<file path="config.mk">
export PLATFORM = sky130hd
export DESIGN_NAME = rdma_send_queue_sequencer
export DESIGN_NICKNAME = d
export VERILOG_FILES = /design/src/sv/rsqs_pkg.sv /design/src/sv/rsqs_alu.sv /design/src/sv/rsqs_queue.sv /design/src/sv/rdma_send_queue_sequencer.sv
export VERILOG_INCLUDE_DIRS = /design/src /design/src/sv
export SDC_FILE = /design/constraint.sdc
export NUM_CORES = 2
export LEC_CHECK = 0
export ABC_AREA = 1
export BUFFER_PORTS_ARGS = -buffer_cell sky130_fd_sc_hd__buf_4
export CORE_MARGIN = 4
export CORE_UTILIZATION = 55
export DETAILED_ROUTE_END_ITERATION = 6
export HOLD_SLACK_MARGIN = 0.12
export PLACE_DENSITY_LB_ADDON = 0.2
export REMOVE_ABC_BUFFERS = 1
export SLEW_MARGIN = 25
export SYNTH_ARGS = -nofsm -noshare
export SYNTH_HDL_FRONTEND = slang
export SYNTH_SLANG_ARGS = --single-unit
</file>
<file path="constraint.sdc">
create_clock -name i_clk -period 36.8 [get_ports i_clk]
set_input_delay 5.52 -clock i_clk [delete_from_list [all_inputs] [get_ports i_clk]]
set_output_delay 5.52 -clock i_clk [all_outputs]
set_load 0.02 [all_outputs]
</file>
<file path="src/sv/rdma_send_queue_sequencer_assert.svh">
// Assertion macros for the send queue sequencer.
// Included by the files that carry concurrent checks; no other dependencies.
`ifndef RDMA_SEND_QUEUE_SEQUENCER_ASSERT_SVH
`define RDMA_SEND_QUEUE_SEQUENCER_ASSERT_SVH

`ifndef SYNTH
`define RSQS_ASSERT(lbl, clk, rst_n, prop, msg) \
    lbl: assert property (@(posedge clk) disable iff (!rst_n) (prop)) else $error(msg);
`define RSQS_ASSERT_NEXT(lbl, clk, rst_n, ante, cons, msg) \
    lbl: assert property (@(posedge clk) disable iff (!rst_n) (ante) |=> (cons)) \
        else $error(msg);
`else
`define RSQS_ASSERT(lbl, clk, rst_n, prop, msg)
`define RSQS_ASSERT_NEXT(lbl, clk, rst_n, ante, cons, msg)
`endif

`endif

</file>
<file path="src/sv/rsqs_pkg.sv">
// Shared types, codes and constants of the send queue sequencer.
// No dependencies; imported by every module of the block.
package rsqs_pkg;

    localparam int QUEUE_DEPTH_DEF = 16;
    localparam int CHUNK_LOG2_DEF  = 30;
    localparam int SIZE_BITS_DEF   = 36;

    localparam int ADDR_W  = 64;
    localparam int KEY_W   = 32;
    localparam int LEN_W   = 37;
    localparam int PEND_W  = 7;
    localparam int CFG_IDX_W  = 2;
    localparam int CFG_DATA_W = 32;

    typedef enum logic [2:0] {
        FUNC_INSERT     = 3'd0,
        FUNC_REPLY      = 3'd1,
        FUNC_REFUSE     = 3'd2,
        FUNC_WRITE_DONE = 3'd3,
        FUNC_CLOSE_DONE = 3'd4,
        FUNC_FAIL_DONE  = 3'd5,
        FUNC_OPEN_DONE  = 3'd6
    } t_func;

    typedef enum logic [2:0] {
        CMD_OPEN_SEND  = 3'd0,
        CMD_WRITE      = 3'd1,
        CMD_CLOSE_SEND = 3'd2,
        CMD_FAIL_SEND  = 3'd3,
        CMD_ITEM_DONE  = 3'd4,
        CMD_ERROR      = 3'd5
    } t_cmd;

    typedef enum logic [2:0] {
        ERR_NONE      = 3'd0,
        ERR_EMPTY     = 3'd1,
        ERR_PHASE     = 3'd2,
        ERR_TOO_LARGE = 3'd3,
        ERR_FULL      = 3'd4
    } t_err;

    typedef enum logic [CFG_IDX_W-1:0] {
        CFG_PEER_RANK   = 2'd0,
        CFG_MESSAGE_TAG = 2'd1
    } t_cfg_idx;

    typedef enum logic [4:0] {
        PH_WAIT  = 5'b00001,
        PH_SEND  = 5'b00010,
        PH_RDMA  = 5'b00100,
        PH_CLOSE = 5'b01000,
        PH_FAIL  = 5'b10000
    } t_phase;

    typedef enum logic [10:0] {
        S_IDLE   = 11'b00000000001,
        S_READ   = 11'b00000000010,
        S_EVAL   = 11'b00000000100,
        S_CMP    = 11'b00000001000,
        S_WR     = 11'b00000010000,
        S_ADV_L  = 11'b00000100000,
        S_ADV_R  = 11'b00001000000,
        S_ADV_N  = 11'b00010000000,
        S_DONE   = 11'b00100000000,
        S_REREAD = 11'b01000000000,
        S_OPEN   = 11'b10000000000
    } t_state;

    typedef enum logic {
        ALU_ADD = 1'b0,
        ALU_SUB = 1'b1
    } t_alu_op;

    typedef struct packed {
        logic [2:0]        func;
        logic [ADDR_W-1:0] buffer_addr;
        logic [KEY_W-1:0]  buffer_key;
        logic [LEN_W-1:0]  buffer_size;
        logic [ADDR_W-1:0] peer_addr;
        logic [ADDR_W-1:0] peer_size;
        logic [KEY_W-1:0]  peer_key;
        logic              region_ok;
    } t_in_req;

    typedef struct packed {
        logic [2:0]        command;
        logic [LEN_W-1:0]  length;
        logic [ADDR_W-1:0] loc_addr;
        logic [KEY_W-1:0]  loc_key;
        logic [ADDR_W-1:0] rem_addr;
        logic [KEY_W-1:0]  rem_key;
        logic              success;
        logic [2:0]        error_code;
        logic              last;
    } t_out_res;

    typedef struct packed {
        logic [ADDR_W-1:0] addr;
        logic [KEY_W-1:0]  key;
        logic [LEN_W-1:0]  size;
    } t_entry;

    typedef struct packed {
        logic push;
        logic pop;
    } t_q_ctl;

    function automatic t_out_res mk_err(input t_err code);
        t_out_res r;
        r            = '0;
        r.command    = CMD_ERROR;
        r.error_code = code;
        r.last       = 1'b1;
        return r;
    endfunction

    function automatic t_out_res mk_ctl(input t_cmd cmd, input logic ok, input logic last);
        t_out_res r;
        r         = '0;
        r.command = cmd;
        r.success = ok;
        r.last    = last;
        return r;
    endfunction

endpackage

</file>
<file path="src/sv/rsqs_alu.sv">
// Shared 64-bit add/subtract unit with borrow out.
// Depends on rsqs_pkg for the operation code.
module rsqs_alu import rsqs_pkg::*; (
    input  t_alu_op           i_op,
    input  logic [ADDR_W-1:0] i_a,
    input  logic [ADDR_W-1:0] i_b,
    output logic [ADDR_W-1:0] o_res,
    output logic              o_borrow
);

    logic [ADDR_W:0] wide;

    always_comb begin
        if (i_op == ALU_SUB) begin
            wide = {1'b0, i_a} - {1'b0, i_b};
        end else begin
            wide = {1'b0, i_a} + {1'b0, i_b};
        end
    end

    assign o_res    = wide[ADDR_W-1:0];
    assign o_borrow = (i_op == ALU_SUB) && wide[ADDR_W];

endmodule

</file>
<file path="src/sv/rsqs_queue.sv">
// Circular buffer of pending send buffers with registered head read.
// Depends on rsqs_pkg for the entry and control types.
module rsqs_queue import rsqs_pkg::*; #(
    parameter int DEPTH = QUEUE_DEPTH_DEF,
    localparam int PTR_W = $clog2(DEPTH),
    localparam int CNT_W = $clog2(DEPTH + 1)
) (
    input  logic             i_clk,
    input  logic             i_rst_n,
    input  t_q_ctl           i_ctl,
    input  t_entry           i_entry,
    output t_entry           o_head,
    output logic [CNT_W-1:0] o_count
);

    t_entry           mem [DEPTH];
    logic [PTR_W-1:0] r_head, n_head;
    logic [PTR_W-1:0] r_tail, n_tail;
    logic [CNT_W-1:0] r_count, n_count;
    t_entry           r_rd;

    function automatic logic [PTR_W-1:0] wrap_inc(input logic [PTR_W-1:0] p);
        return (p == PTR_W'(DEPTH - 1)) ? '0 : p + 1'b1;
    endfunction

    always_comb begin
        n_head  = r_head;
        n_tail  = r_tail;
        n_count = r_count;
        if (i_ctl.push) begin
            n_tail  = wrap_inc(r_tail);
            n_count = n_count + 1'b1;
        end
        if (i_ctl.pop) begin
            n_head  = wrap_inc(r_head);
            n_count = n_count - 1'b1;
        end
    end

    always_ff @(posedge i_clk) begin
        if (!i_rst_n) begin
            r_head  <= '0;
            r_tail  <= '0;
            r_count <= '0;
        end else begin
            r_head  <= n_head;
            r_tail  <= n_tail;
            r_count <= n_count;
        end
    end

    always_ff @(posedge i_clk) begin
        if (i_ctl.push) begin
            mem[r_tail] <= i_entry;
        end
        r_rd <= mem[r_head];
    end

    assign o_head  = r_rd;
    assign o_count = r_count;

endmodule

</file>
<file path="src/sv/rdma_send_queue_sequencer.sv">
// Send queue sequencer top level: request sequencer, output register, config.
// Depends on rsqs_pkg, rsqs_queue, rsqs_alu and the assertion macro header.
//
// One request is handled at a time; o_in_ready is high only while the
// sequencer is idle. A request passes S_READ and ends in S_EVAL when it gives
// no result or one result; an insert that opens the new head goes on through
// S_REREAD and S_OPEN. A completion (refusal, close done, fail done) goes on to
// S_DONE, then through S_REREAD and S_OPEN when it opens the next queued buffer.
// A peer open reply goes on to the size compare in S_CMP, where a size or region
// failure ends it; each write chunk but the last then takes S_WR and three
// passes through the single shared 64-bit adder (local address, remote address,
// remaining bytes), and the last chunk takes S_WR alone. Queue reads go through a
// registered memory port, so a read state comes before each use of the head.
// A full output register that is not taken stalls the states that load it.
`include "rdma_send_queue_sequencer_assert.svh"

module rdma_send_queue_sequencer import rsqs_pkg::*; #(
    parameter int QUEUE_DEPTH = QUEUE_DEPTH_DEF,
    parameter int CHUNK_LOG2  = CHUNK_LOG2_DEF,
    parameter int SIZE_BITS   = SIZE_BITS_DEF
) (
    input  logic                  i_clk,
    input  logic                  i_rst_n,
    input  logic                  i_in_valid,
    output logic                  o_in_ready,
    input  t_in_req               i_in_data,
    output logic                  o_out_valid,
    input  logic                  i_out_ready,
    output t_out_res              o_out_data,
    input  logic                  i_cfg_we,
    input  logic [CFG_IDX_W-1:0]  i_cfg_index,
    input  logic [CFG_DATA_W-1:0] i_cfg_data
);

    localparam int CNT_W = $clog2(QUEUE_DEPTH + 1);
    localparam logic [ADDR_W-1:0] CHUNK      = ADDR_W'(1) << CHUNK_LOG2;
    localparam logic [ADDR_W-1:0] SIZE_LIMIT = ADDR_W'(1) << SIZE_BITS;

    t_state            r_state, n_state;
    t_phase            r_phase, n_phase;
    t_in_req           r_req, n_req;
    logic [PEND_W-1:0] r_pend, n_pend;
    logic [PEND_W-1:0] r_cnt, n_cnt;
    logic [ADDR_W-1:0] r_la, n_la;
    logic [ADDR_W-1:0] r_ra, n_ra;
    logic [LEN_W-1:0]  r_left, n_left;
    logic              r_out_valid, n_out_valid;
    t_out_res          r_out, n_out;
    logic [15:0]       r_peer_rank;
    logic [31:0]       r_message_tag;

    t_q_ctl            q_ctl;
    t_entry            q_entry;
    t_entry            q_head;
    logic [CNT_W-1:0]  q_count;
    logic              q_full;

    t_alu_op           alu_op;
    logic [ADDR_W-1:0] alu_a, alu_b, alu_res;
    logic              alu_borrow;

    logic              slot_free;
    logic              out_load;
    t_out_res          res;
    logic              too_big;
    logic              fin;
    logic [PEND_W-1:0] pend_dec;
    t_phase            want;

    rsqs_queue #(.DEPTH(QUEUE_DEPTH)) u_queue (
        .i_clk   (i_clk),
        .i_rst_n (i_rst_n),
        .i_ctl   (q_ctl),
        .i_entry (q_entry),
        .o_head  (q_head),
        .o_count (q_count)
    );

    rsqs_alu u_alu (
        .i_op     (alu_op),
        .i_a      (alu_a),
        .i_b      (alu_b),
        .o_res    (alu_res),
        .o_borrow (alu_borrow)
    );

    assign q_entry.addr = r_req.buffer_addr;
    assign q_entry.key  = r_req.buffer_key;
    assign q_entry.size = r_req.buffer_size;
    assign q_full   = (q_count == CNT_W'(QUEUE_DEPTH));
    assign too_big  = ADDR_W'(r_req.buffer_size) > SIZE_LIMIT;
    assign fin      = ADDR_W'(r_left) <= CHUNK;
    assign pend_dec = (r_pend != '0) ? r_pend - 1'b1 : '0;
    assign slot_free = !r_out_valid || i_out_ready;

    always_comb begin
        case (r_req.func)
            FUNC_REFUSE:     want = PH_SEND;
            FUNC_CLOSE_DONE: want = PH_CLOSE;
            default:         want = PH_FAIL;
        endcase
    end

    always_comb begin
        n_state     = r_state;
        n_phase     = r_phase;
        n_req       = r_req;
        n_pend      = r_pend;
        n_cnt       = r_cnt;
        n_la        = r_la;
        n_ra        = r_ra;
        n_left      = r_left;
        n_out_valid = r_out_valid && !i_out_ready;
        n_out       = r_out;
        q_ctl       = '0;
        out_load    = 1'b0;
        res         = '0;
        alu_op      = ALU_ADD;
        alu_a       = r_la;
        alu_b       = CHUNK;

        case (r_state)
            S_IDLE: begin
                if (i_in_valid) begin
                    n_req   = i_in_data;
                    n_state = S_READ;
                end
            end
            S_READ: begin
                n_state = S_EVAL;
            end
            S_EVAL: begin
                case (r_req.func)
                    FUNC_INSERT: begin
                        if (q_full || too_big) begin
                            if (slot_free) begin
                                out_load = 1'b1;
                                res      = mk_err(q_full ? ERR_FULL : ERR_TOO_LARGE);
                                n_state  = S_IDLE;
                            end
                        end else begin
                            q_ctl.push = 1'b1;
                            n_state = (q_count == '0 && r_phase == PH_WAIT) ? S_REREAD : S_IDLE;
                        end
                    end
                    FUNC_REPLY, FUNC_REFUSE, FUNC_CLOSE_DONE, FUNC_FAIL_DONE: begin
                        if (q_count == '0) begin
                            if (slot_free) begin
                                out_load = 1'b1;
                                res      = mk_err(ERR_EMPTY);
                                n_state  = S_IDLE;
                            end
                        end else if (r_phase != ((r_req.func == FUNC_REPLY) ? PH_SEND : want)) begin
                            if (slot_free) begin
                                out_load = 1'b1;
                                res      = mk_err(ERR_PHASE);
                                n_state  = S_IDLE;
                            end
                        end else begin
                            n_state = (r_req.func == FUNC_REPLY) ? S_CMP : S_DONE;
                        end
                    end
                    FUNC_WRITE_DONE: begin
                        if (r_phase != PH_RDMA) begin
                            if (slot_free) begin
                                out_load = 1'b1;
                                res      = mk_err(ERR_PHASE);
                                n_state  = S_IDLE;
                            end
                        end else if (pend_dec == '0) begin
                            if (slot_free) begin
                                out_load = 1'b1;
                                res      = mk_ctl(CMD_CLOSE_SEND, 1'b0, 1'b1);
                                n_phase  = PH_CLOSE;
                                n_pend   = '0;
                                n_state  = S_IDLE;
                            end
                        end else begin
                            n_pend  = pend_dec;
                            n_state = S_IDLE;
                        end
                    end
                    default: begin
                        n_state = S_IDLE;
                    end
                endcase
            end
            S_CMP: begin
                alu_op = ALU_SUB;
                alu_a  = r_req.peer_size;
                alu_b  = ADDR_W'(q_head.size);
                if (alu_borrow || !r_req.region_ok) begin
                    if (slot_free) begin
                        out_load = 1'b1;
                        n_state  = S_IDLE;
                        if (alu_borrow) begin
                            res = mk_err(ERR_TOO_LARGE);
                        end else begin
                            res     = mk_ctl(CMD_FAIL_SEND, 1'b0, 1'b1);
                            n_phase = PH_FAIL;
                        end
                    end
                end else begin
                    n_la    = q_head.addr;
                    n_ra    = r_req.peer_addr;
                    n_left  = q_head.size;
                    n_cnt   = '0;
                    n_state = S_WR;
                end
            end
            S_WR: begin
                if (slot_free) begin
                    out_load     = 1'b1;
                    res.command  = CMD_WRITE;
                    res.length   = fin ? r_left : CHUNK[LEN_W-1:0];
                    res.loc_addr = r_la;
                    res.loc_key  = q_head.key;
                    res.rem_addr = r_ra;
                    res.rem_key  = r_req.peer_key;
                    res.last     = fin;
                    n_cnt        = r_cnt + 1'b1;
                    if (fin) begin
                        n_pend  = r_cnt + 1'b1;
                        n_phase = PH_RDMA;
                        n_state = S_IDLE;
                    end else begin
                        n_state = S_ADV_L;
                    end
                end
            end
            S_ADV_L: begin
                n_la    = alu_res;
                n_state = S_ADV_R;
            end
            S_ADV_R: begin
                alu_a   = r_ra;
                n_ra    = alu_res;
                n_state = S_ADV_N;
            end
            S_ADV_N: begin
                alu_op  = ALU_SUB;
                alu_a   = ADDR_W'(r_left);
                n_left  = alu_res[LEN_W-1:0];
                n_state = S_WR;
            end
            S_DONE: begin
                if (slot_free) begin
                    out_load  = 1'b1;
                    res       = mk_ctl(CMD_ITEM_DONE, r_req.func == FUNC_CLOSE_DONE,
                                       q_count == CNT_W'(1));
                    q_ctl.pop = 1'b1;
                    n_phase   = PH_WAIT;
                    n_state   = (q_count == CNT_W'(1)) ? S_IDLE : S_REREAD;
                end
            end
            S_REREAD: begin
                n_state = S_OPEN;
            end
            S_OPEN: begin
                if (slot_free) begin
                    out_load   = 1'b1;
                    res        = mk_ctl(CMD_OPEN_SEND, 1'b0, 1'b1);
                    res.length = q_head.size;
                    n_phase    = PH_SEND;
                    n_state    = S_IDLE;
                end
            end
            default: begin
                n_state = S_IDLE;
            end
        endcase

        if (out_load) begin
            n_out_valid = 1'b1;
            n_out       = res;
        end
    end

    always_ff @(posedge i_clk) begin
        if (!i_rst_n) begin
            r_state       <= S_IDLE;
            r_phase       <= PH_WAIT;
            r_pend        <= '0;
            r_out_valid   <= 1'b0;
            r_peer_rank   <= '0;
            r_message_tag <= '0;
        end else begin
            r_state     <= n_state;
            r_phase     <= n_phase;
            r_pend      <= n_pend;
            r_out_valid <= n_out_valid;
            if (i_cfg_we && i_cfg_index == CFG_PEER_RANK) begin
                r_peer_rank <= i_cfg_data[15:0];
            end
            if (i_cfg_we && i_cfg_index == CFG_MESSAGE_TAG) begin
                r_message_tag <= i_cfg_data;
            end
        end
    end

    always_ff @(posedge i_clk) begin
        r_req  <= n_req;
        r_cnt  <= n_cnt;
        r_la   <= n_la;
        r_ra   <= n_ra;
        r_left <= n_left;
        r_out  <= n_out;
    end

    assign o_in_ready  = (r_state == S_IDLE);
    assign o_out_valid = r_out_valid;
    assign o_out_data  = r_out;

    // busy phase always has a head entry
    `RSQS_ASSERT(a_phase_has_entry, i_clk, i_rst_n, (r_phase != PH_WAIT) |-> (q_count != '0), "phase active with empty queue")
    `RSQS_ASSERT(a_open_has_entry, i_clk, i_rst_n, (r_state == S_OPEN) |-> (q_count != '0), "open request with empty queue")
    `RSQS_ASSERT(a_chunk_len, i_clk, i_rst_n, (out_load && res.command == CMD_WRITE) |-> (ADDR_W'(res.length) <= CHUNK), "write longer than chunk")
    `RSQS_ASSERT_NEXT(a_pop_reopens, i_clk, i_rst_n, q_ctl.pop && (q_count != CNT_W'(1)), r_state == S_REREAD, "next buffer not opened after completion")

endmodule

</file>
==> run metrics <==
first-pass GRT wire length 506 mm; Cells after Synth 9076; H-tree Lvls 5; worst-margin pin slew 1.17 ns; critical path peak fanout 5; Clk pwr share 0.428; vias in the first global route 74300; GRT Util Overall 0.311; Top Layer Used met5; Max-Slew Margin vs Limit 0.216; total grt overflow 0; Synth Area in Adders 0.00816; multiplexer area fraction after synthesis 0.0176; largest family of logic cells by synthesized area simple AND/OR/NAND/NOR gates; startpoint types flop; clk slew on worst S/H paths 0.06 ns; Mapped Avg Cell Area 13.1 sq um; CTS root buf clkbuf_16; max_cap viols 0; fraction of layout cells with a size suffix above 1 0.121; ys flop type edfxtp_1; Final Max Slew Viols 0; Pint 5.74 mW; critical path arrival 2.53 ns; maximum vdd drop 0.0523 mV; Setup TNS 0 ns; EDFF count, synth 2834; I/O pin cnt about 580; die footprint between 0.2 and 0.25 sq mm; most frequent cell after synthesis edfxtp_1; Vias 78300; design area about 0.14 sq mm; clk sink count 3004; final hold slack roughly 0.48 ns; sequential area share after synthesis 0.743; starting density of the core 0.554; Worst Clk Skew 0.0683 ns; Sequential Power Share 0.555; Max Freq 0.124 GHz; # resized after CTS 0; P per Cell Area 53.1 mW/mm^2; clk buf depth 4; GP Congestion 0.957; Initial DRC Count 10700; row count 170; Hold Path Class reg2reg; period utilization 0.219; met2 WL 166 mm; IO buf count 539; net switching power approximately 1.5 mW; asr flop ratio synth 0; Cell variety after synth 55; area delta synth->final 14.3%; CTS tree built; met3 wire len roughly 34 mm; DRT antenna net count 0; fin util 0.633; Die Span Y 473 um; Post-route DRC 0; Worst-Skew Late Latency 0.97 ns; status finished clean; commonest cells in the netlist 2834 x edfxtp_1, 1664 x nor2_1, 969 x nand2_1; Placed Area 0.126 sq mm; M1 wire length 136 mm; Placed Cells 12100; hpwl dp 207 mm; Routed WL 357 mm; chip width approximately 470 um; Post-CTS Hold Buffers 0; area leader, netlist edfxtp_1; antenna violations before repair 15; non-filler instance count after layout 12600; Comb power frac 0.018; Critical Path RT between 30 and 40 ns; synth warn 0; Synth area leaders edfxtp_1 71%, nor2_1 5.2%, o21ai_0 3.1%, nand2_1 3.1%, dfxtp_1 2.9%; #FFs+latches synth 3004; largest net degree at the start of global routing 251; Synth top area share 0.715; DR WL/cell 28.3 um; synthesized cell area 0.119 sq mm; nets 9967; Post-Synth XOR/XNOR Area 0.00324; switching part of the total power 0.206; drt first pass iters 6; Setup crit end kind primary output; Synth Area in Simple Gates 0.106; leak pwr 47.1 nW; fillers 15800; post-route minimum period approximately 8.1 ns; core area 0.215 sq mm; post-CTS setup buffers 0; total CTS buffers 317; hold violation count in the final report 0; final setup vio count 0; Crit Path Category reg2out; RSZ-0062 raised after global routing no; post-synthesis compound-gate area fraction 0.0896; via density per instance 6.20
layer usage:
metal / up-vias / global-route usage
li1: 34200 / -
met1: 38900 / 0.423
met2: 4364 / 0.489
met3: 814 / 0.0494
met4: 4 / 0.159
met5: - / 0
critical path, stage by stage, from the launching register on:
cell and delay [ns]:
dfxtp_1 0.31, nor2_1 0.21, nand2_2 0.15, inv_1 0.18, nand3_1 0.24, inv_1 0.32, buf_4 0.21
cells in the final DEF, fill, tap and decap left out, drive strengths merged, types with 21 or more instances in the layout:
cell type,Yosys,routed
mux2i,209,209
bufinv,0,21
nor2,1673,1673
ha,76,76
nand2,976,976
dfxtp,170,170
o32ai,323,323
inv,480,483
xor2,22,22
o21bai,22,22
o211ai,62,62
nand4,28,28
a21oi,126,126
nor3,25,25
clkinv,2,100
clkbuf,375,420
edfxtp,2834,2834
xnor2,22,22
o22ai,36,36
o21ai,743,743
o221ai,237,237
buf,133,667
nand3,383,383
power groups by stage:
stage          Combinational [mW]  Sequential (mW)  Clock (mW)
6_report                    0.127             4.01        3.09
5_1_grt                     0.135             4.02        3.27
4_1_cts                     0.128             4.00        3.12
3_5_place_dp                0.127             4.07           0
3_3_place_gp                0.126             4.07           0
2_1_floorplan              0.0521             4.06           0
sequential cells by signal, indices dropped and copies added (netlist names):
signal	count
r_req	164
u_queue.r_head	4
q_entry	133
r_pend	7
r_phase	5
u_queue.o_head	133
r_state	11
r_la	64
u_queue.o_count	5
u_queue.mem	2128
r_ra	64
r_left	37
o_out_data	237
o_out_valid	1
u_queue.r_tail	4
r_cnt	7
path summary, 6_finish.rpt:
| check | startpoint | end | slack [ns] | depth (start not counted) |
|---|---|---|---|---|
| max reg2reg | r_state[3]$_SDFFE_PN0P_ | o_out_data[104]$_DFFE_PP_ | 29.19 | 29 |
| min | u_queue.o_head[120]$_DFF_P_ | r_la[51]$_DFFE_PP_ | 0.48 | 2 |
| min reg2reg | u_queue.o_head[120]$_DFF_P_ | r_la[51]$_DFFE_PP_ | 0.48 | 2 |
| max | r_state[4]$_SDFFE_PN0P_ | o_in_ready | 28.75 | 6 |
kinds of logic after synthesis:
kind of cell,Yosys count
and+or+nand+nor,3134
DFF,3004
AOI/OAI and AO/OA,1618
buffers and inverters,990
muxes,209
adders and majority gates,77
xor gates and xnor gates,44
cell type report:
| cell class | instances | area (sq um) | area share |
|---|---|---|---|
| Antenna cell | 4 | 10.0 | 0.0000736 |
| Tap cell | 2838 | 3550 | 0.0261 |
| Clock inverter | 136 | 1250 | 0.00922 |
| Sequential cell | 3004 | 88500 | 0.651 |
| Inverter | 482 | 1850 | 0.0136 |
| Timing Repair Buffer | 667 | 5270 | 0.0387 |
| Clock buffer | 420 | 8720 | 0.0641 |
| Multi-Input combinational cell | 5082 | 26900 | 0.198 |
per-stage QoR:
stage / setup slack [ns] / total power, mW
6_report: 28.75 / 7.22
5_1_grt: 28.62 / 7.42
4_1_cts: 28.75 / 7.25
3_5_place_dp: 27.74 / 4.20
3_3_place_gp: 27.78 / 4.19
2_1_floorplan: -23.95 / 4.11
No activity file was read; power rests on OpenSTA's default activity.
